### src/rtl/apcr_pkg.sv
// Shared constants, types and codes of the allpass cascade reverb.
`timescale 1ns / 1ps

package apcr_pkg;

    // Sizing of the delay store
    localparam int MAX_STAGES   = 8;
    localparam int MAX_DELAY    = 2048;
    localparam int MAX_CHANNELS = 2;
    localparam int SAMPLE_BITS  = 16;

    localparam int STAGE_W = $clog2(MAX_STAGES);
    localparam int POS_W   = $clog2(MAX_DELAY);
    localparam int CH_W    = (MAX_CHANNELS > 1) ? $clog2(MAX_CHANNELS) : 1;
    localparam int ADDR_W  = STAGE_W + CH_W + POS_W;
    localparam int MEM_DEPTH = 1 << ADDR_W;

    // Field and register widths
    localparam int WORD_W  = 24;
    localparam int OUT_W   = 32;
    localparam int DELAY_W = 12;
    localparam int SCNT_W  = 4;
    localparam int GAIN_W  = 15;
    localparam int OGAIN_W = 16;
    localparam int CCNT_W  = 2;
    localparam int CFG_W   = 16;
    localparam int IDX_W   = 3;

    // Fixed-point datapath widths
    localparam int FRAC_W  = 15;
    localparam int C_W     = FRAC_W + 1;
    localparam int MUL_A_W = 25;
    localparam int MUL_B_W = 18;
    localparam int PROD_W  = MUL_A_W + MUL_B_W;
    localparam int SUM_W   = 40;
    localparam int SPLIT_W = 20;
    localparam int ACC_W   = 57;
    localparam int OSHIFT  = 8;

    // Register reset values
    localparam logic [DELAY_W-1:0] DELAY_RST  = DELAY_W'(1102);
    localparam logic [SCNT_W-1:0]  STAGES_RST = SCNT_W'(5);
    localparam logic [GAIN_W-1:0]  DECAY_RST  = GAIN_W'(26214);
    localparam logic [OGAIN_W-1:0] OGAIN_RST  = OGAIN_W'(512);
    localparam logic [CCNT_W-1:0]  CHANS_RST  = CCNT_W'(1);

    typedef logic signed [WORD_W-1:0] word_t;

    typedef enum logic [IDX_W-1:0] {
        REG_DELAY    = 3'd0,
        REG_STAGES   = 3'd1,
        REG_DECAY    = 3'd2,
        REG_OGAIN    = 3'd3,
        REG_CHANNELS = 3'd4
    } reg_idx_t;

    typedef enum logic [3:0] {
        ST_CLEAR,
        ST_IDLE,
        ST_LOAD,
        ST_BASE,
        ST_GY,
        ST_SUM,
        ST_CLO,
        ST_CHI,
        ST_ACC,
        ST_WR,
        ST_OMUL,
        ST_ODONE
    } state_t;

    typedef enum logic [2:0] {
        MUL_GG,
        MUL_GY,
        MUL_GX,
        MUL_CLO,
        MUL_CHI,
        MUL_OUT
    } mul_sel_t;

    typedef enum logic [1:0] {
        ACC_HOLD,
        ACC_LOAD_NGX,
        ACC_ADD_LO,
        ACC_ADD_HI
    } acc_op_t;

    typedef enum logic [1:0] {
        WSEL_ZERO,
        WSEL_SAMPLE,
        WSEL_STAGE
    } wsel_t;

    // Datapath controls driven by the sequencer
    typedef struct packed {
        logic     mul_en;
        mul_sel_t mul_sel;
        acc_op_t  acc_op;
        logic     ld_sample;
        logic     ld_base;
        logic     ld_yd;
        logic     ld_s;
        logic     ld_stage;
        logic     ld_out;
        wsel_t    wsel;
    } dp_ctl_t;

endpackage

### src/rtl/apcr_dp.sv
// Shared multiply-accumulate datapath: stage arithmetic and output scaling.
`timescale 1ns / 1ps

module apcr_dp
(
    input  logic                               clk,
    input  apcr_pkg::dp_ctl_t                  ctl,
    input  logic signed [apcr_pkg::SAMPLE_BITS-1:0] sample_in,
    input  logic [apcr_pkg::GAIN_W-1:0]        decay_gain,
    input  logic [apcr_pkg::OGAIN_W-1:0]       output_gain,
    input  apcr_pkg::word_t                    rdata,
    output apcr_pkg::word_t                    wdata,
    output logic signed [apcr_pkg::OUT_W-1:0]  sample_out
);

    localparam int Q_W   = apcr_pkg::ACC_W - 2 * apcr_pkg::FRAC_W + 1;
    localparam int OQ_W  = apcr_pkg::PROD_W - apcr_pkg::OSHIFT + 1;
    localparam int CD_W  = 2 * apcr_pkg::FRAC_W + 1;
    localparam longint WORD_HI = (longint'(1) << (apcr_pkg::WORD_W - 1)) - 1;
    localparam longint WORD_LO = -WORD_HI - 1;
    localparam longint OUT_HI  = (longint'(1) << (apcr_pkg::OUT_W - 1)) - 1;
    localparam longint OUT_LO  = -OUT_HI - 1;
    localparam logic signed [Q_W-1:0]  Y_HI = Q_W'(WORD_HI);
    localparam logic signed [Q_W-1:0]  Y_LO = Q_W'(WORD_LO);
    localparam logic signed [OQ_W-1:0] O_HI = OQ_W'(OUT_HI);
    localparam logic signed [OQ_W-1:0] O_LO = OQ_W'(OUT_LO);

    apcr_pkg::word_t                          x_reg;
    apcr_pkg::word_t                          xd_reg;
    apcr_pkg::word_t                          yd_reg;
    logic [apcr_pkg::C_W-1:0]                 c_reg;
    logic signed [apcr_pkg::SUM_W-1:0]        s_reg;
    logic signed [apcr_pkg::ACC_W-1:0]        acc_reg;
    logic signed [apcr_pkg::ACC_W-1:0]        acc_next;
    logic signed [apcr_pkg::PROD_W-1:0]       prod_reg;
    logic signed [apcr_pkg::PROD_W-1:0]       prod_next;
    logic signed [apcr_pkg::OUT_W-1:0]        out_reg;

    logic signed [apcr_pkg::MUL_A_W-1:0]      mul_a;
    logic signed [apcr_pkg::MUL_B_W-1:0]      mul_b;
    logic signed [apcr_pkg::MUL_B_W-1:0]      gain_b;
    logic signed [apcr_pkg::SUM_W-1:0]        s_next;
    logic [CD_W-1:0]                          c_diff;
    logic [apcr_pkg::C_W-1:0]                 c_next;
    logic                                     y_adj;
    logic signed [Q_W-1:0]                    y_quot;
    apcr_pkg::word_t                          y_sat;
    logic                                     o_adj;
    logic signed [OQ_W-1:0]                   o_quot;
    logic signed [apcr_pkg::OUT_W-1:0]        o_sat;

    assign gain_b = $signed({{(apcr_pkg::MUL_B_W - apcr_pkg::GAIN_W){1'b0}}, decay_gain});

    // Select multiplier operands
    always_comb
    begin
        case (ctl.mul_sel)
            apcr_pkg::MUL_GG:
            begin
                mul_a = $signed({{(apcr_pkg::MUL_A_W - apcr_pkg::GAIN_W){1'b0}}, decay_gain});
                mul_b = gain_b;
            end
            apcr_pkg::MUL_GY:
            begin
                mul_a = apcr_pkg::MUL_A_W'(rdata);
                mul_b = gain_b;
            end
            apcr_pkg::MUL_GX:
            begin
                mul_a = apcr_pkg::MUL_A_W'(x_reg);
                mul_b = gain_b;
            end
            apcr_pkg::MUL_CLO:
            begin
                mul_a = $signed({{(apcr_pkg::MUL_A_W - apcr_pkg::SPLIT_W){1'b0}},
                                 s_reg[apcr_pkg::SPLIT_W-1:0]});
                mul_b = $signed({{(apcr_pkg::MUL_B_W - apcr_pkg::C_W){1'b0}}, c_reg});
            end
            apcr_pkg::MUL_CHI:
            begin
                mul_a = apcr_pkg::MUL_A_W'($signed(s_reg[apcr_pkg::SUM_W-1:apcr_pkg::SPLIT_W]));
                mul_b = $signed({{(apcr_pkg::MUL_B_W - apcr_pkg::C_W){1'b0}}, c_reg});
            end
            apcr_pkg::MUL_OUT:
            begin
                mul_a = apcr_pkg::MUL_A_W'(x_reg);
                mul_b = $signed({{(apcr_pkg::MUL_B_W - apcr_pkg::OGAIN_W){1'b0}}, output_gain});
            end
            default:
            begin
                mul_a = '0;
                mul_b = '0;
            end
        endcase
    end

    assign prod_next = mul_a * mul_b;

    // Coefficient 1-g^2: (2^30 - G*G) >> 15
    assign c_diff = (CD_W'(1) << (2 * apcr_pkg::FRAC_W))
                  - {1'b0, prod_reg[2*apcr_pkg::FRAC_W-1:0]};
    assign c_next = c_diff[CD_W-1:apcr_pkg::FRAC_W];

    // Partial sum xd*2^15 + G*yd
    assign s_next = (apcr_pkg::SUM_W'(xd_reg) <<< apcr_pkg::FRAC_W)
                  + apcr_pkg::SUM_W'(prod_reg);

    // Accumulate C*S - G*x*2^15 from partial products
    always_comb
    begin
        case (ctl.acc_op)
            apcr_pkg::ACC_LOAD_NGX:
                acc_next = -(apcr_pkg::ACC_W'(prod_reg) <<< apcr_pkg::FRAC_W);
            apcr_pkg::ACC_ADD_LO:
                acc_next = acc_reg + apcr_pkg::ACC_W'(prod_reg);
            apcr_pkg::ACC_ADD_HI:
                acc_next = acc_reg + (apcr_pkg::ACC_W'(prod_reg) <<< apcr_pkg::SPLIT_W);
            default:
                acc_next = acc_reg;
        endcase
    end

    // Divide by 2^30 toward zero and saturate to the stage word
    assign y_adj  = acc_reg[apcr_pkg::ACC_W-1] & (|acc_reg[2*apcr_pkg::FRAC_W-1:0]);
    assign y_quot = $signed({acc_reg[apcr_pkg::ACC_W-1],
                             acc_reg[apcr_pkg::ACC_W-1:2*apcr_pkg::FRAC_W]})
                  + $signed({{(Q_W-1){1'b0}}, y_adj});

    always_comb
    begin
        if (y_quot > Y_HI)
        begin
            y_sat = Y_HI[apcr_pkg::WORD_W-1:0];
        end
        else if (y_quot < Y_LO)
        begin
            y_sat = Y_LO[apcr_pkg::WORD_W-1:0];
        end
        else
        begin
            y_sat = y_quot[apcr_pkg::WORD_W-1:0];
        end
    end

    // Divide the scaled output by 2^8 toward zero and saturate
    assign o_adj  = prod_reg[apcr_pkg::PROD_W-1] & (|prod_reg[apcr_pkg::OSHIFT-1:0]);
    assign o_quot = $signed({prod_reg[apcr_pkg::PROD_W-1],
                             prod_reg[apcr_pkg::PROD_W-1:apcr_pkg::OSHIFT]})
                  + $signed({{(OQ_W-1){1'b0}}, o_adj});

    always_comb
    begin
        if (o_quot > O_HI)
        begin
            o_sat = O_HI[apcr_pkg::OUT_W-1:0];
        end
        else if (o_quot < O_LO)
        begin
            o_sat = O_LO[apcr_pkg::OUT_W-1:0];
        end
        else
        begin
            o_sat = o_quot[apcr_pkg::OUT_W-1:0];
        end
    end

    // Select write-back data
    always_comb
    begin
        case (ctl.wsel)
            apcr_pkg::WSEL_SAMPLE: wdata = x_reg;
            apcr_pkg::WSEL_STAGE:  wdata = y_sat;
            default:               wdata = '0;
        endcase
    end

    // Datapath registers
    always_ff @(posedge clk)
    begin
        if (ctl.mul_en)
        begin
            prod_reg <= prod_next;
        end
        acc_reg <= acc_next;
        if (ctl.ld_sample)
        begin
            x_reg <= apcr_pkg::WORD_W'(sample_in);
        end
        else if (ctl.ld_stage)
        begin
            x_reg <= y_sat;
        end
        if (ctl.ld_base)
        begin
            xd_reg <= rdata;
            c_reg  <= c_next;
        end
        else if (ctl.ld_stage)
        begin
            xd_reg <= yd_reg;
        end
        if (ctl.ld_yd)
        begin
            yd_reg <= rdata;
        end
        if (ctl.ld_s)
        begin
            s_reg <= s_next;
        end
        if (ctl.ld_out)
        begin
            out_reg <= o_sat;
        end
    end

    assign sample_out = out_reg;

endmodule

### config.mk
export PLATFORM = sky130hd
export DESIGN_NAME = apcr_dp
export DESIGN_NICKNAME = d
export VERILOG_FILES = /design/src/rtl/apcr_pkg.sv /design/src/rtl/apcr_dp.sv
export SDC_FILE = /design/constraint.sdc
export NUM_CORES = 2
export LEC_CHECK = 0
export BUFFER_PORTS_ARGS = -buffer_cell sky130_fd_sc_hd__buf_2
export CORE_UTILIZATION = 50
export CTS_CLUSTER_DIAMETER = 80
export DETAILED_ROUTE_END_ITERATION = 6
export HOLD_SLACK_MARGIN = 0.05
export PLACE_DENSITY = 0.69
export SYNTH_ARGS = -nofsm -noshare
export SYNTH_HDL_FRONTEND = slang
export SYNTH_SLANG_ARGS = --single-unit
### constraint.sdc
create_clock -name clk -period 16.7 [get_ports clk]
set_clock_uncertainty 0.1 [all_clocks]
set_input_delay 0.835 -clock clk [delete_from_list [all_inputs] [get_ports clk]]
set_output_delay 0.835 -clock clk [all_outputs]
set_load 0.01 [all_outputs]
Yosys cells after proc, flatten, opt, wreduce, memory -nomap -nowiden:

Cells that the tools add are included.

* register bits: 260
* output and inout port bits: 56
* input bits: 86
* logic and storage cells: 52

* reductions and logical operators: 9
* $mul: 1
* magnitude comparators: 4
* mux-type cells: 11
* $add $sub $neg: 7
* equal/unequal tests: 10
* bitwise logic cells: 2

Operators with widths (count)
* $pmux 57 s3: 1
* $mux 24: 6
* $pmux 25 s5: 1
* $add 57x43->57: 1
* $add 57x57->57: 1
* $neg 57->57: 1
* $pmux 16 s3: 1
* $pmux 24 s2: 1
* $mul 25x17->42: 1
* $add 39x40->40: 1
* $add 35x2->36: 1
* $gt 36x32->1 const B: 1
* $lt 36x32->1 const B: 1
* $mux 32: 1
* $sub 31x30->31 const A: 1
* $reduce_or 30->1: 1
* $add 27x2->28: 1
* $gt 28x24->1 const B: 1
* $lt 28x24->1 const B: 1
* $reduce_or 8->1: 1
* $eq 2x2->1 const B: 3
* $eq 3x2->1 const B: 2
* $eq 3x3->1 const B: 2
* $eq 2x1->1 const B: 2
* 7 further kinds: 10

Longest topological paths before layout:

* depth after elaboration: 8
* mapped depth: 33
* depth with buffers taken out: 30

Worst setup path before layout:

No wires, ideal clock.

* path type: input-to-reg
* from: in ctl[10] (netlist bit)
* to: reg prod_reg[40] (netlist bit) (data pin)
* stages: 25
* setup slack: 8147 ps
* path buffers: 4
* data arrival time: 8191 ps
* data required time: 16338 ps
* library setup time: 262 ps
* path through: clkbuf_1 -> buf_1 -> clkbuf_1 -> mux2i_1 -> o22a_1 -> clkbuf_1 -> nor2_1 -> fa_1 -> inv_1 -> fa_1 -> inv_1 -> fa_1 -> fa_1 -> fa_1 -> inv_1 -> fa_1 -> inv_1 -> ha_1 -> nand4_1 -> or4_1 -> o21ai_0 -> a221o_1 -> a41oi_1 -> mux2i_1 -> o21ai_0

* longest elaborated chain between the ends: 4
* elaborated cells on any way between the ends: 12
* those cells by class: 1 x mul; 5 x eq/ne; 2 x mux; 4 x reduce/logical

RTL lines
* start, declared: RTL line apcr_dp.sv:7 `input apcr_pkg::dp_ctl_t ctl,`
* $eq 3x3->1 (tied with other cells): RTL line apcr_dp.sv:57 `case (ctl.mul_sel)`
* $reduce_or 2->1 (no line) or $reduce_or 3->1 (tied branches)
* $pmux 25 s5 or $pmux 16 s3 (tied branches): RTL line apcr_dp.sv:57
* $mul 25x17->42 *: RTL line apcr_dp.sv:97 `assign prod_next = mul_a * mul_b;`
* net prod_next, one bit: RTL line apcr_dp.sv:36 `logic signed [apcr_pkg::PROD_W-1:0] prod_next;`
* end signal, assigned: RTL line apcr_dp.sv:182 `prod_reg <= prod_next;`
* end, declared: RTL line apcr_dp.sv:35 `logic signed [apcr_pkg::PROD_W-1:0] prod_reg;`

The timed path passes the listed nets; every way through them passes the cells marked *.
A chain may end at the register's enable or synchronous reset.

Worst setup path in the final report:

* from: in ctl[12] (netlist bit)
* to: reg prod_reg[41] (netlist bit) (data pin)

Same word-level chain as after synthesis.

==> results.toml <==
[clocking]
numCtsBuffers = 29
hold_buffers = 0
clockBufferDepth = 3
cts_tree = "yes"
clk_latency_ns = 0.59
cts.sinks = 259
post_cts_buffers = 0
post_cts_resized = 0
htreeDepth = 1
cts-root-buf = "clkbuf_16"
clk_pin_slew_ns = 0.06

[placement]
port_buffers = 141
place_congestion = 1.01
dpl.hpwl_mm = 84.6

[global_routing]
grt_pass1_wl_mm = 165
grt_pass1_vias = 27000
overflow = 0
antenna_found_initial = 3
grt_usage_pct = 32.8
grt_start_max_net_pins = 56

[detailed_routing]
vias = 27400
final_antenna_net_count = 0
drcViolationCount = 0
drt-initial-drc-count = 2943
vias_per_cell = 6.05
wl_per_cell_um = 24.0
drt_first_pass_iters = 6
wl_mm = 109

[die]
io_pins = 142
dieHeight_um = 259
start_util_pct = 50.9
die_w_um = 259
core_um2 = 64900
dieArea_um2 = 67100
rows = 93

[synthesis]
ys_seq_elements = 259
syn_nets = 4274
synth_warnings = 0
async_flop_share_pct = 0
synth_cell_types = 84
netlist_instances = 3576
synth_edf_count = 259
synth_flop_cell = "edfxtp_1"
syn_area_per_cell_um2 = 9.24
ys_seq_area_share_pct = 23.5
netlist_area_um2 = 33100

[final_layout]
largest_register_ff_count = 57
multi_input_area_um2 = 22700
drive_gt1_share_pct = 8.84
area_growth_pct = 7.86
num-fill-cells = 6000
seqCellArea_um2 = 7780
final_nets = 4354

[setup_path]
path_class = "input port to flip-flop"
cp.buffers_inverters = 5
required_ns = 16.93
cp-endpoint = "prod_reg[41]$_DFFE_PP_"
r2r-start = "s_reg[39]$_DFFE_PP_"
end_kind = "flip-flop"
critPathMaxStageDelay_ns = 1.10
worstRegToRegCells = 25
critPathMaxFanout = 38
r2r_end = "prod_reg[40]$_DFFE_PP_"
critical_path.startpoint = "ctl[12]"
cpMostUsedCell = "fa_1"
path_depth = 27
cp_slowest_cell = "a21boi_1"
critPathArrivalTime_ns = 10.59
crit_family = "compound AO/OA/AOI/OAI gates"
r2r_slack_ns = 8.21
startpoint_type = "input port"

[timing]
fmax_mhz = 96.6
rsz0062_at_grt = "no"
maxSlewViolCount = 0
finalHoldViolCount = 0
maxSlewHeadroom_pct = 9.85
tns_ns = 0
fin_crit_sh_pct = 62.0
worst_pin_slew_ns = 1.35
finalSetupViolCount = 0
finalCriticalPeriod_ns = 10.35

[outcome]
status = "finished clean"

[min_path]
hp-class = "input port to flip-flop"

[run]
drv_cap = 0
cells by family after synthesis:
group,count (synthesis),synth area share (%)
adder cells (fa/ha/maj),612,31.9
AND/OR/NAND/NOR,988,13.5
XOR/XNOR,226,5.99
multiplexers,100,3.48
flip-flops,259,23.5
buffers and inverters,684,7.85
AO/OA/AOI/OAI,707,13.7
Yosys cell counts (28+ instances only):
cell type	number	area (um^2)
a21o_1	77	578
a21oi_1	159	796
a22oi_1	31	233
clkbuf_1	120	450
edfxtp_1	259	7780
fa_1	384	7690
ha_1	228	2850
inv_1	541	2030
mux2_2	40	450
mux2i_1	52	521
nand2_1	384	1440
nand3_1	58	290
nor2_1	315	1180
nor2b_1	29	181
o21a_1	28	210
o21ai_0	183	916
xnor2_1	152	1330
xor2_1	74	648
cell usage in the layout (no fill, tap or decap), types with 9 or more instances in the layout:
master       n
or2_2       11
o211ai_1    13
a31oi_1     26
a21o_1      77
or3_1       16
xor2_1      74
a22o_1      15
inv_1      541
a221oi_1    13
fa_1       384
a22oi_1     31
o22ai_1     14
o21ai_0    181
nor4_1      18
buf_2      141
a221o_1     10
a21oi_1    158
nor2b_1     28
edfxtp_1   259
nor2_1     313
nand4_1     26
o22a_1      10
buf_4       50
nand3_1     58
xnor2_1    152
ha_1       228
mux2i_1     52
and4_1       9
nand2b_1    16
o21ai_1      9
clkbuf_16   29
nand2_1    384
nor3_1      26
and2_1      19
and3_1      26
o21bai_1    20
mux2_2      40
o21a_1      28
a211oi_1    18
worst min-delay path by stage:
stage                                      end                   start  slack [ns]  depth (start not counted)
after CTS                 yd_reg[23]$_DFFE_PP_               rdata[23]        0.38                          1
after floorplan            s_reg[14]$_DFFE_PP_  prod_reg[14]$_DFFE_PP_        0.38                          0
after detailed placement  xd_reg[18]$_DFFE_PP_    yd_reg[18]$_DFFE_PP_        0.43                          1
final                     yd_reg[13]$_DFFE_PP_               rdata[13]        0.39                          1
after global routing      yd_reg[18]$_DFFE_PP_               rdata[18]        0.38                          1
after global placement    xd_reg[14]$_DFFE_PP_    yd_reg[14]$_DFFE_PP_        0.43                          1
worst reg2reg max path: cells and delay by family, from the launching register on:
kind	cells	cell delay [ns]
adder cells (fa/ha/maj)	7	3.55
AO/OA/AOI/OAI	6	1.66
AND/OR/NAND/NOR	6	1.53
buffers and inverters	5	0.91
flip-flops	1	0.31
multiplexers	1	0.16
per-stage QoR:
stage | setup slack, ns | area (um^2) | hold WS (ns) | util [%] | cells
finish | 6.35 | 35700 | 0.391 | 54.9 | 4534
global route | 5.89 | 35700 | 0.384 | 54.9 | 4533
detailed placement | 6.03 | 34700 | 0.433 | 53.4 | 4480
global placement | 6.19 | 34700 | 0.427 | 53.4 | 4480
floorplan | 8.15 | 33100 | 0.376 | - | 3576
CTS | 6.65 | 35700 | 0.377 | 54.9 | 4533
area by class of cell:
type | instances | area share (%)
tap | 855 | 3.00
clock inverter | 21 | 0.604
sequential | 259 | 21.8
inverter | 542 | 5.71
multi-input combinational | 2633 | 63.8
clock buffer | 32 | 2.07
antenna | 1 | 0.00702
timing repair buffer | 191 | 3.03
layer usage:
metal	vias to the layer above	global-route usage, %	wire length, um
met2	1481	48.7	46600
met5	-	0	36
li1	12200	-	-
met4	6	13.6	5270
met1	13500	46.5	45200
met3	281	6.73	11600
Power is not shown: default switching activity piles up to over one toggle a cycle in this logic, so the estimate is an artifact.
