[config.mk]
export PLATFORM = sky130hd
export DESIGN_NAME = apcr_ctrl
export DESIGN_NICKNAME = d
export VERILOG_FILES = /design/src/rtl/apcr_pkg.sv /design/src/rtl/apcr_ctrl.sv
export SDC_FILE = /design/constraint.sdc
export NUM_CORES = 1
export LEC_CHECK = 0
export BUFFER_PORTS_ARGS = -buffer_cell sky130_fd_sc_hd__buf_2
export CORE_UTILIZATION = 45
export CTS_CLUSTER_SIZE = 14
export DETAILED_ROUTE_END_ITERATION = 8
export GPL_TIMING_DRIVEN = 0
export PLACE_DENSITY = 0.8
export SLEW_MARGIN = 25
export SYNTH_ARGS = -nofsm -noshare
export SYNTH_HDL_FRONTEND = slang
export SYNTH_SLANG_ARGS = --single-unit
[constraint.sdc]
create_clock -name clk -period 2.96 [get_ports clk]
set_input_delay 0.296 -clock clk [delete_from_list [all_inputs] [get_ports clk]]
set_output_delay 0.296 -clock clk [all_outputs]
set_load 0.1 [all_outputs]
[src/rtl/apcr_pkg.sv]
// Shared constants, types and codes of the allpass cascade reverb.
`timescale 1ns / 1ps

package apcr_pkg;

    // Sizing of the delay store
    localparam int MAX_STAGES   = 8;
    localparam int MAX_DELAY    = 2048;
    localparam int MAX_CHANNELS = 2;
    localparam int SAMPLE_BITS  = 16;

    localparam int STAGE_W = $clog2(MAX_STAGES);
    localparam int POS_W   = $clog2(MAX_DELAY);
    localparam int CH_W    = (MAX_CHANNELS > 1) ? $clog2(MAX_CHANNELS) : 1;
    localparam int ADDR_W  = STAGE_W + CH_W + POS_W;
    localparam int MEM_DEPTH = 1 << ADDR_W;

    // Field and register widths
    localparam int WORD_W  = 24;
    localparam int OUT_W   = 32;
    localparam int DELAY_W = 12;
    localparam int SCNT_W  = 4;
    localparam int GAIN_W  = 15;
    localparam int OGAIN_W = 16;
    localparam int CCNT_W  = 2;
    localparam int CFG_W   = 16;
    localparam int IDX_W   = 3;

    // Fixed-point datapath widths
    localparam int FRAC_W  = 15;
    localparam int C_W     = FRAC_W + 1;
    localparam int MUL_A_W = 25;
    localparam int MUL_B_W = 18;
    localparam int PROD_W  = MUL_A_W + MUL_B_W;
    localparam int SUM_W   = 40;
    localparam int SPLIT_W = 20;
    localparam int ACC_W   = 57;
    localparam int OSHIFT  = 8;

    // Register reset values
    localparam logic [DELAY_W-1:0] DELAY_RST  = DELAY_W'(1102);
    localparam logic [SCNT_W-1:0]  STAGES_RST = SCNT_W'(5);
    localparam logic [GAIN_W-1:0]  DECAY_RST  = GAIN_W'(26214);
    localparam logic [OGAIN_W-1:0] OGAIN_RST  = OGAIN_W'(512);
    localparam logic [CCNT_W-1:0]  CHANS_RST  = CCNT_W'(1);

    typedef logic signed [WORD_W-1:0] word_t;

    typedef enum logic [IDX_W-1:0] {
        REG_DELAY    = 3'd0,
        REG_STAGES   = 3'd1,
        REG_DECAY    = 3'd2,
        REG_OGAIN    = 3'd3,
        REG_CHANNELS = 3'd4
    } reg_idx_t;

    typedef enum logic [3:0] {
        ST_CLEAR,
        ST_IDLE,
        ST_LOAD,
        ST_BASE,
        ST_GY,
        ST_SUM,
        ST_CLO,
        ST_CHI,
        ST_ACC,
        ST_WR,
        ST_OMUL,
        ST_ODONE
    } state_t;

    typedef enum logic [2:0] {
        MUL_GG,
        MUL_GY,
        MUL_GX,
        MUL_CLO,
        MUL_CHI,
        MUL_OUT
    } mul_sel_t;

    typedef enum logic [1:0] {
        ACC_HOLD,
        ACC_LOAD_NGX,
        ACC_ADD_LO,
        ACC_ADD_HI
    } acc_op_t;

    typedef enum logic [1:0] {
        WSEL_ZERO,
        WSEL_SAMPLE,
        WSEL_STAGE
    } wsel_t;

    // Datapath controls driven by the sequencer
    typedef struct packed {
        logic     mul_en;
        mul_sel_t mul_sel;
        acc_op_t  acc_op;
        logic     ld_sample;
        logic     ld_base;
        logic     ld_yd;
        logic     ld_s;
        logic     ld_stage;
        logic     ld_out;
        wsel_t    wsel;
    } dp_ctl_t;

endpackage

[src/rtl/apcr_ctrl.sv]
// Sequencer: memory clear sweep, per-stage schedule, addresses and handshakes.
`timescale 1ns / 1ps

module apcr_ctrl
(
    input  logic                          clk,
    input  logic                          rst_n,
    input  logic                          in_valid,
    output logic                          in_ready,
    input  logic                          channel,
    output logic                          out_valid,
    input  logic                          out_ready,
    input  logic [apcr_pkg::DELAY_W-1:0]  delay_samples,
    input  logic [apcr_pkg::SCNT_W-1:0]   stage_count,
    input  logic [apcr_pkg::CCNT_W-1:0]   channel_count,
    output apcr_pkg::dp_ctl_t             ctl,
    output logic                          mem_we,
    output logic [apcr_pkg::ADDR_W-1:0]   mem_waddr,
    output logic                          mem_re,
    output logic [apcr_pkg::ADDR_W-1:0]   mem_raddr
);

    apcr_pkg::state_t                  state_reg;
    apcr_pkg::state_t                  state_next;
    logic [apcr_pkg::ADDR_W-1:0]       clr_reg;
    logic [apcr_pkg::ADDR_W-1:0]       clr_next;
    logic [apcr_pkg::POS_W-1:0]        wp_reg;
    logic [apcr_pkg::POS_W-1:0]        wp_next;
    logic [apcr_pkg::STAGE_W-1:0]      k_reg;
    logic [apcr_pkg::STAGE_W-1:0]      k_next;
    logic [apcr_pkg::CH_W-1:0]         ci_reg;
    logic [apcr_pkg::CH_W-1:0]         ci_next;
    logic                              adv_reg;
    logic                              adv_next;
    logic                              out_valid_reg;
    logic                              out_valid_next;

    logic                              accept;
    logic                              fire;
    logic [apcr_pkg::POS_W-1:0]        d_low;
    logic [apcr_pkg::POS_W-1:0]        rd_pos;
    logic [apcr_pkg::SCNT_W-1:0]       stage_m1;
    logic [apcr_pkg::STAGE_W-1:0]      last_stage;
    logic [apcr_pkg::CCNT_W-1:0]       nch_eff;
    logic [apcr_pkg::CCNT_W-1:0]       ch_plus;
    logic [apcr_pkg::STAGE_W-1:0]      k_inc;

    assign accept   = in_valid && in_ready;
    assign fire     = (state_reg == apcr_pkg::ST_ODONE) && (!out_valid_reg || out_ready);
    assign in_ready = (state_reg == apcr_pkg::ST_IDLE);
    assign out_valid = out_valid_reg;
    assign k_inc    = k_reg + apcr_pkg::STAGE_W'(1);

    // Limit the delay; a full-length delay reads the current position
    always_comb
    begin
        if (delay_samples == '0)
        begin
            d_low = apcr_pkg::POS_W'(1);
        end
        else if (delay_samples >= apcr_pkg::MAX_DELAY)
        begin
            d_low = '0;
        end
        else
        begin
            d_low = delay_samples[apcr_pkg::POS_W-1:0];
        end
    end

    assign rd_pos = wp_reg - d_low;

    // Limit the stage count to the index of the last stage
    assign stage_m1 = stage_count - apcr_pkg::SCNT_W'(1);

    always_comb
    begin
        if (stage_count == '0)
        begin
            last_stage = '0;
        end
        else if (stage_count >= apcr_pkg::MAX_STAGES)
        begin
            last_stage = apcr_pkg::STAGE_W'(apcr_pkg::MAX_STAGES - 1);
        end
        else
        begin
            last_stage = stage_m1[apcr_pkg::STAGE_W-1:0];
        end
    end

    // Limit the channel count; the last channel of a frame advances the position
    always_comb
    begin
        if (channel_count == '0)
        begin
            nch_eff = apcr_pkg::CCNT_W'(1);
        end
        else if (channel_count > apcr_pkg::MAX_CHANNELS)
        begin
            nch_eff = apcr_pkg::CCNT_W'(apcr_pkg::MAX_CHANNELS);
        end
        else
        begin
            nch_eff = channel_count;
        end
    end

    assign ch_plus = apcr_pkg::CCNT_W'(channel) + apcr_pkg::CCNT_W'(1);

    // Next state
    always_comb
    begin
        state_next = state_reg;
        case (state_reg)
            apcr_pkg::ST_CLEAR:
            begin
                if (clr_reg == '1)
                begin
                    state_next = apcr_pkg::ST_IDLE;
                end
            end
            apcr_pkg::ST_IDLE:
            begin
                if (accept)
                begin
                    state_next = apcr_pkg::ST_LOAD;
                end
            end
            apcr_pkg::ST_LOAD:  state_next = apcr_pkg::ST_BASE;
            apcr_pkg::ST_BASE:
            begin
                if (last_stage == '0)
                begin
                    state_next = apcr_pkg::ST_OMUL;
                end
                else
                begin
                    state_next = apcr_pkg::ST_GY;
                end
            end
            apcr_pkg::ST_GY:    state_next = apcr_pkg::ST_SUM;
            apcr_pkg::ST_SUM:   state_next = apcr_pkg::ST_CLO;
            apcr_pkg::ST_CLO:   state_next = apcr_pkg::ST_CHI;
            apcr_pkg::ST_CHI:   state_next = apcr_pkg::ST_ACC;
            apcr_pkg::ST_ACC:   state_next = apcr_pkg::ST_WR;
            apcr_pkg::ST_WR:
            begin
                if (k_reg == last_stage)
                begin
                    state_next = apcr_pkg::ST_OMUL;
                end
                else
                begin
                    state_next = apcr_pkg::ST_GY;
                end
            end
            apcr_pkg::ST_OMUL:  state_next = apcr_pkg::ST_ODONE;
            apcr_pkg::ST_ODONE:
            begin
                if (fire)
                begin
                    state_next = apcr_pkg::ST_IDLE;
                end
            end
            default:            state_next = apcr_pkg::ST_CLEAR;
        endcase
    end

    // Datapath controls and memory port
    always_comb
    begin
        ctl       = '0;
        mem_we    = 1'b0;
        mem_waddr = {k_reg, ci_reg, wp_reg};
        mem_re    = 1'b0;
        mem_raddr = {k_inc, ci_reg, rd_pos};
        case (state_reg)
            apcr_pkg::ST_CLEAR:
            begin
                mem_we    = 1'b1;
                mem_waddr = clr_reg;
                ctl.wsel  = apcr_pkg::WSEL_ZERO;
            end
            apcr_pkg::ST_IDLE:
            begin
                ctl.ld_sample = accept;
            end
            apcr_pkg::ST_LOAD:
            begin
                ctl.mul_en  = 1'b1;
                ctl.mul_sel = apcr_pkg::MUL_GG;
                mem_re      = 1'b1;
                mem_raddr   = {{apcr_pkg::STAGE_W{1'b0}}, ci_reg, rd_pos};
            end
            apcr_pkg::ST_BASE:
            begin
                ctl.ld_base = 1'b1;
                ctl.wsel    = apcr_pkg::WSEL_SAMPLE;
                mem_we      = 1'b1;
                mem_waddr   = {{apcr_pkg::STAGE_W{1'b0}}, ci_reg, wp_reg};
                mem_re      = (last_stage != '0);
                mem_raddr   = {apcr_pkg::STAGE_W'(1), ci_reg, rd_pos};
            end
            apcr_pkg::ST_GY:
            begin
                ctl.ld_yd   = 1'b1;
                ctl.mul_en  = 1'b1;
                ctl.mul_sel = apcr_pkg::MUL_GY;
            end
            apcr_pkg::ST_SUM:
            begin
                ctl.ld_s    = 1'b1;
                ctl.mul_en  = 1'b1;
                ctl.mul_sel = apcr_pkg::MUL_GX;
            end
            apcr_pkg::ST_CLO:
            begin
                ctl.acc_op  = apcr_pkg::ACC_LOAD_NGX;
                ctl.mul_en  = 1'b1;
                ctl.mul_sel = apcr_pkg::MUL_CLO;
            end
            apcr_pkg::ST_CHI:
            begin
                ctl.acc_op  = apcr_pkg::ACC_ADD_LO;
                ctl.mul_en  = 1'b1;
                ctl.mul_sel = apcr_pkg::MUL_CHI;
            end
            apcr_pkg::ST_ACC:
            begin
                ctl.acc_op = apcr_pkg::ACC_ADD_HI;
            end
            apcr_pkg::ST_WR:
            begin
                ctl.ld_stage = 1'b1;
                ctl.wsel     = apcr_pkg::WSEL_STAGE;
                mem_we       = 1'b1;
                mem_re       = (k_reg != last_stage);
            end
            apcr_pkg::ST_OMUL:
            begin
                ctl.mul_en  = 1'b1;
                ctl.mul_sel = apcr_pkg::MUL_OUT;
            end
            apcr_pkg::ST_ODONE:
            begin
                ctl.ld_out = fire;
            end
            default:
            begin
                ctl = '0;
            end
        endcase
    end

    // Counter and flag updates
    always_comb
    begin
        clr_next       = clr_reg;
        wp_next        = wp_reg;
        k_next         = k_reg;
        ci_next        = ci_reg;
        adv_next       = adv_reg;
        out_valid_next = out_valid_reg;
        if (state_reg == apcr_pkg::ST_CLEAR)
        begin
            clr_next = clr_reg + apcr_pkg::ADDR_W'(1);
        end
        if (accept)
        begin
            ci_next  = channel;
            adv_next = (ch_plus >= nch_eff);
        end
        if (state_reg == apcr_pkg::ST_BASE)
        begin
            k_next = apcr_pkg::STAGE_W'(1);
        end
        else if (state_reg == apcr_pkg::ST_WR)
        begin
            k_next = k_inc;
        end
        // Hold the result until taken; a new one replaces it in the same cycle
        if (out_valid_reg && out_ready)
        begin
            out_valid_next = 1'b0;
        end
        if (fire)
        begin
            out_valid_next = 1'b1;
            if (adv_reg)
            begin
                wp_next = wp_reg + apcr_pkg::POS_W'(1);
            end
        end
    end

    always_ff @(posedge clk or negedge rst_n)
    begin
        if (!rst_n)
        begin
            state_reg     <= apcr_pkg::ST_CLEAR;
            clr_reg       <= '0;
            wp_reg        <= '0;
            k_reg         <= '0;
            ci_reg        <= '0;
            adv_reg       <= 1'b0;
            out_valid_reg <= 1'b0;
        end
        else
        begin
            state_reg     <= state_next;
            clr_reg       <= clr_next;
            wp_reg        <= wp_next;
            k_reg         <= k_next;
            ci_reg        <= ci_next;
            adv_reg       <= adv_next;
            out_valid_reg <= out_valid_next;
        end
    end

endmodule

* Word level (Yosys, flattened, before mapping) *
Index checks and enable logic that the tools add are counted.

operators by class
  $add $sub $neg = 6
  multiply operators = 0
  divide/modulo/power cells = 0
  $lt $le $gt $ge = 4
  eq/ne operators = 17
  shift operators = 0
  mux-type cells = 29
  bitwise gates (word level) = 0
  reductions and logical operators = 16

operators by type and width
  kind                     count
  $pmux W15 S2             2
  $pmux W4 S12             1
  $pmux W4 S6              1
  $mux W11                 2
  $mux W4                  5
  $eq A4 B3 Y1 const B     4
  $eq A4 B4 Y1 const B     4
  $add A15 B1 Y15 const B  1
  $eq A15 B15 Y1 const B   1
  $ge A12 B12 Y1 const B   1
  $logic_not A12 Y1        1
  $mux W3                  4
  $add A11 B1 Y11 const B  1
  $sub A11 B11 Y11         1
  $mux W1                  9
  $eq A4 B2 Y1 const B     2
  $logic_not A4 Y1         2
  $pmux W2 S3              1
  $eq A4 B1 Y1 const B     1
  $ge A4 B4 Y1 const B     1
  $mux W2                  2
  $ne A2 B2 Y1 const B     2
  $pmux W2 S2              1
  $reduce_bool A2 Y1       2
  other kinds (18)         20

storage, ports and cells
  flip-flop bits (word level) = 36
  latch bits = 0
  RAM bits = 0
  memory bits (read-only) = 0
  bits of input ports = 23
  memories kept = 0

* Depth between registers and ports, before layout *
  depth in word-level cells = 6
  gate-level depth with buffers = 11
  mapped depth without buffers = 11

* Least setup slack after synthesis *
Ideal clock, no wire load.

  kind = flip-flop to output port
  start = reg state_reg[1]
  end = out ctl[7] (netlist bit)
  arrival = 3520 ps
  required time = 2664 ps
  path slack = -856 ps
  stages on the path, launching flop included = 7
  path through = dfrtp_1 > buf_6 > nand2b_1 > nor3_1 > nand2_1 > inv_1 > buf_4

RTL lines
  item                      RTL line          RTL
  start: declaration        apcr_ctrl.sv:23   apcr_pkg::state_t state_reg;
  start signal: assignment  apcr_ctrl.sv:301  state_reg <= apcr_pkg::ST_CLEAR;
  start signal: assignment  apcr_ctrl.sv:311  state_reg <= state_next;
  end: declaration          apcr_ctrl.sv:16   output apcr_pkg::dp_ctl_t ctl,

* Final worst setup path *
  start = in delay_samples[7] (netlist bit)
  end = out mem_raddr[10] (netlist bit)

between the ends
  longest elaborated chain between the ends = 5

ends and longest elaborated chain
  item                RTL line          RTL
  start: declaration  apcr_ctrl.sv:13   input logic [apcr_pkg::DELAY_W-1:0] delay_samples,
  $ge A12 B12 Y1      apcr_ctrl.sv:61   else if (delay_samples >= apcr_pkg::MAX_DELAY)
  $mux W11            apcr_ctrl.sv:61
  $mux W11 *          apcr_ctrl.sv:57   if (delay_samples == '0)
  $sub A11 B11 Y11 *  apcr_ctrl.sv:71   assign rd_pos = wp_reg - d_low;
  $pmux W15 S2 *      apcr_ctrl.sv:178  case (state_reg)
  end: declaration    apcr_ctrl.sv:20   output logic [apcr_pkg::ADDR_W-1:0] mem_raddr

Mark *: on every way between the ends. The rest lies on a longest branch, timed or not.

==> flow_summary.ini <==
[status]
status = finished with violations
failed_checks = setup timing

[clock_network]
hold_buffers = 0
root_buffer = clkbuf_8
cts_buffers = 5
clk_path_buf_depth = 2
path_clk_slew_ns = 0.07
cts_tree = built
clock_sinks = 36
clock_latency_ns = 0.29
htreeDepth = 2

[logic_synthesis]
netlist_area_sq_um = 2810
synth_edf_count = 0
ys_ff_latch = 36
syn_area_per_cell_sq_um = 8.13
ys_seq_area_frac = 0.320
yosysWarnings = 0
syn_inst = 346
yosysTopAreaCell = dfrtp_1
synth_ff_type = dfrtp_1
yosys-top-cells-area = dfrtp_1, nand2_1, xnor2_1
syn-num-nets = 386
synthArstFlopShare = 1.00
yosys.area.top_type_share = 0.320
synth_cell_type_count = 51

[timing]
fmax_mhz = 329
maxSlewViolCount = 0
rsz0062_at_grt = true
setup-tns-final_ns = -0.0836
finalHoldViolations = 0
min_period_ns = 3.04
setup_viol = 1
fin_crit_sh = 1.03
worst_slew_pin_slew_ns = 0.864
slew_headroom = 0.409
timing.final.ws_setup_ns = -0.0836
skew_ns = 0.00509

[worst_setup_path]
crit_chain = buf_2 -> nor4_4 -> a31oi_1 -> nor2_1 -> ha_1 -> inv_1 -> fa_2 -> a21o_1 -> a21oi_4 -> o31ai_4 -> or4_4 -> nand3_4 -> buf_12
worstSetupPathType = input pin to output pin
reg2reg_from = state_reg[1]
max_stage_delay_ns = 0.45
crit_slowest_cell = or4_4
path_buf_inv = 3
startpoint = delay_samples[7]
cp.required_ns = 2.66
cp_top_family = simple AND/OR/NAND/NOR gates
crit_fanout = 3
cp-start-kind = input pin
cp.arrival_ns = 2.75
crit_path_end_kind = output pin

[floorplanning]
coreArea_sq_um = 5990
die_w_um = 81.0
die_area_sq_um = 6570
start_util = 0.469
die_h_um = 81.0
rows = 28
boundaryPins = 71

[grt]
grt_pass1_vias = 2519
grtUsageTotal = 0.216
grt_max_degree = 37
antenna_found_initial = 0
overflow = 0
grt_first_pass_wirelength_um = 10900

[route]
wl_per_cell_um = 13.7
dr.first_iter.drc_count = 129
totalWireLength_um = 6800
drtAntennaViolNets = 0
route.detailed.drc = 0
vias_per_cell = 5.49
drt-pass1-iter-count = 4
vias = 2736

[final_layout]
syn2layout_area_growth_pct = 28.2
fin_nets = 462
drive_above_1_share = 0.265
seq_area_sq_um = 901
largest_reg_flops = 15
final_cells = 498
multiInputGateArea_sq_um = 1960
nFillCells = 545
num_antenna_cells = 0

[placed_design]
portBuffers = 68
place_inst = 489
place.gp.congestion = 0.847
dp_hpwl_um = 5130

[run]
drv_cap = 0

[min_path]
hold_class = input pin to asynchronous set/reset pin
==> layout make-up <==
cell class,instances,share of cell area
Multi-Input combinational cell,277,0.543
Sequential cell,36,0.250
Timing Repair Buffer,69,0.105
Buffer,17,0.0288
Tap cell,75,0.0260
Clock buffer,6,0.0201
Inverter,16,0.0177
Clock inverter,2,0.00972
==> cell families after synthesis <==
logic type	after synthesis	share of synthesized area
AND/OR/NAND/NOR	167	0.308
AO/OA/AOI/OAI	56	0.122
flip-flops	36	0.320
XOR/XNOR	35	0.109
buffers and inverters	33	0.0547
adder cells (fa/ha/maj)	17	0.0783
multiplexers	2	0.00757
==> synthesized netlist by cell type, drive strengths merged (3+ instances only) <==
cell type / n
o21ai: 20
o211ai: 3
clkbuf: 11
nor4: 7
or4: 3
ha: 16
nor3: 8
nand3b: 5
nand2b: 18
xor2: 10
xnor2: 25
or2: 4
a21oi: 13
buf: 6
a31oi: 5
or3: 3
and3: 3
nor2b: 4
nand2: 66
inv: 16
nand4: 12
nor2: 18
nand3: 9
dfrtp: 36
==> worst reg2reg max path: stages, from the launching register on <==
cell and delay, ns:
dfrtp_1 0.38, buf_6 0.14, or4_4 0.51, buf_6 0.15
nor4_4 0.32, nand4_1 0.18, nor2_1 0.15, xor2_1 0.16
==> cell usage in the layout (no fill, tap or decap), types with 4 or more instances in the layout <==
cell type  netlist  final
nand3_1          9      8
buf_4            4      5
buf_2            0     63
nand4_1         12     12
xnor2_1         25     22
o21ai_0         19     12
nand3b_1         5      5
clkbuf_8         0      6
ha_1            16     13
dfrtp_1         36     36
nor2b_1          4      4
nand2_1         66     66
o21ai_1          1      8
nor2_1          18     18
a21oi_1         13     12
inv_1           15     14
clkbuf_1        11     11
xor2_1          10      7
nand2b_1        18     16
nor4_1           5      4
a31oi_1          5      5
nor3_1           8      6
==> per-layer routing <==
| layer | up-vias | routed length, um | GRT usage |
|---|---|---|---|
| met5 | - | 0 | 0 |
| met4 | 0 | 82 | 0.0536 |
| met3 | 10 | 332 | 0.0461 |
| met2 | 81 | 3450 | 0.400 |
| met1 | 1290 | 2930 | 0.251 |
| li1 | 1355 | - | - |
==> final timing paths <==
kind / to / slack, ns / cells after the start
max: mem_raddr[10] / -0.08 / 13
min: state_reg[3] / 0.1 / 1
max reg2reg: clr_reg[11] / 0.89 / 7
min reg2reg: clr_reg[5] / 0.51 / 1
max in group asynchronous: wp_reg[3] / 2.34 / 1
min in group clk: ci_reg / 0.27 / 2
==> through the flow <==
| step | area, sq um | hold slack [ns] | utilization | setup WS (ns) |
|---|---|---|---|---|
| after global routing | 3600 | 0.158 | 0.602 | -0.237 |
| after global placement | 3400 | 0.426 | 0.568 | -0.756 |
| after floorplan | 2970 | 0.000409 | - | -0.154 |
| after detailed placement | 3400 | 0.440 | 0.568 | -0.792 |
| after CTS | 3590 | 0.123 | 0.599 | -0.0882 |
| final | 3600 | 0.0964 | 0.602 | -0.0836 |
==> repair_timing <==
item | CTS | global route
resized for setup | 14 | 5
buffers inserted | 1 | 0
setup endpoints to repair | 5 | 5
endpoints found under the hold margin | 0 | 0
pin swaps | 1 | 0
Power is left out: the tool's default activity adds up to more than one toggle a clock period on the data nets, which glitch-free logic cannot reach.
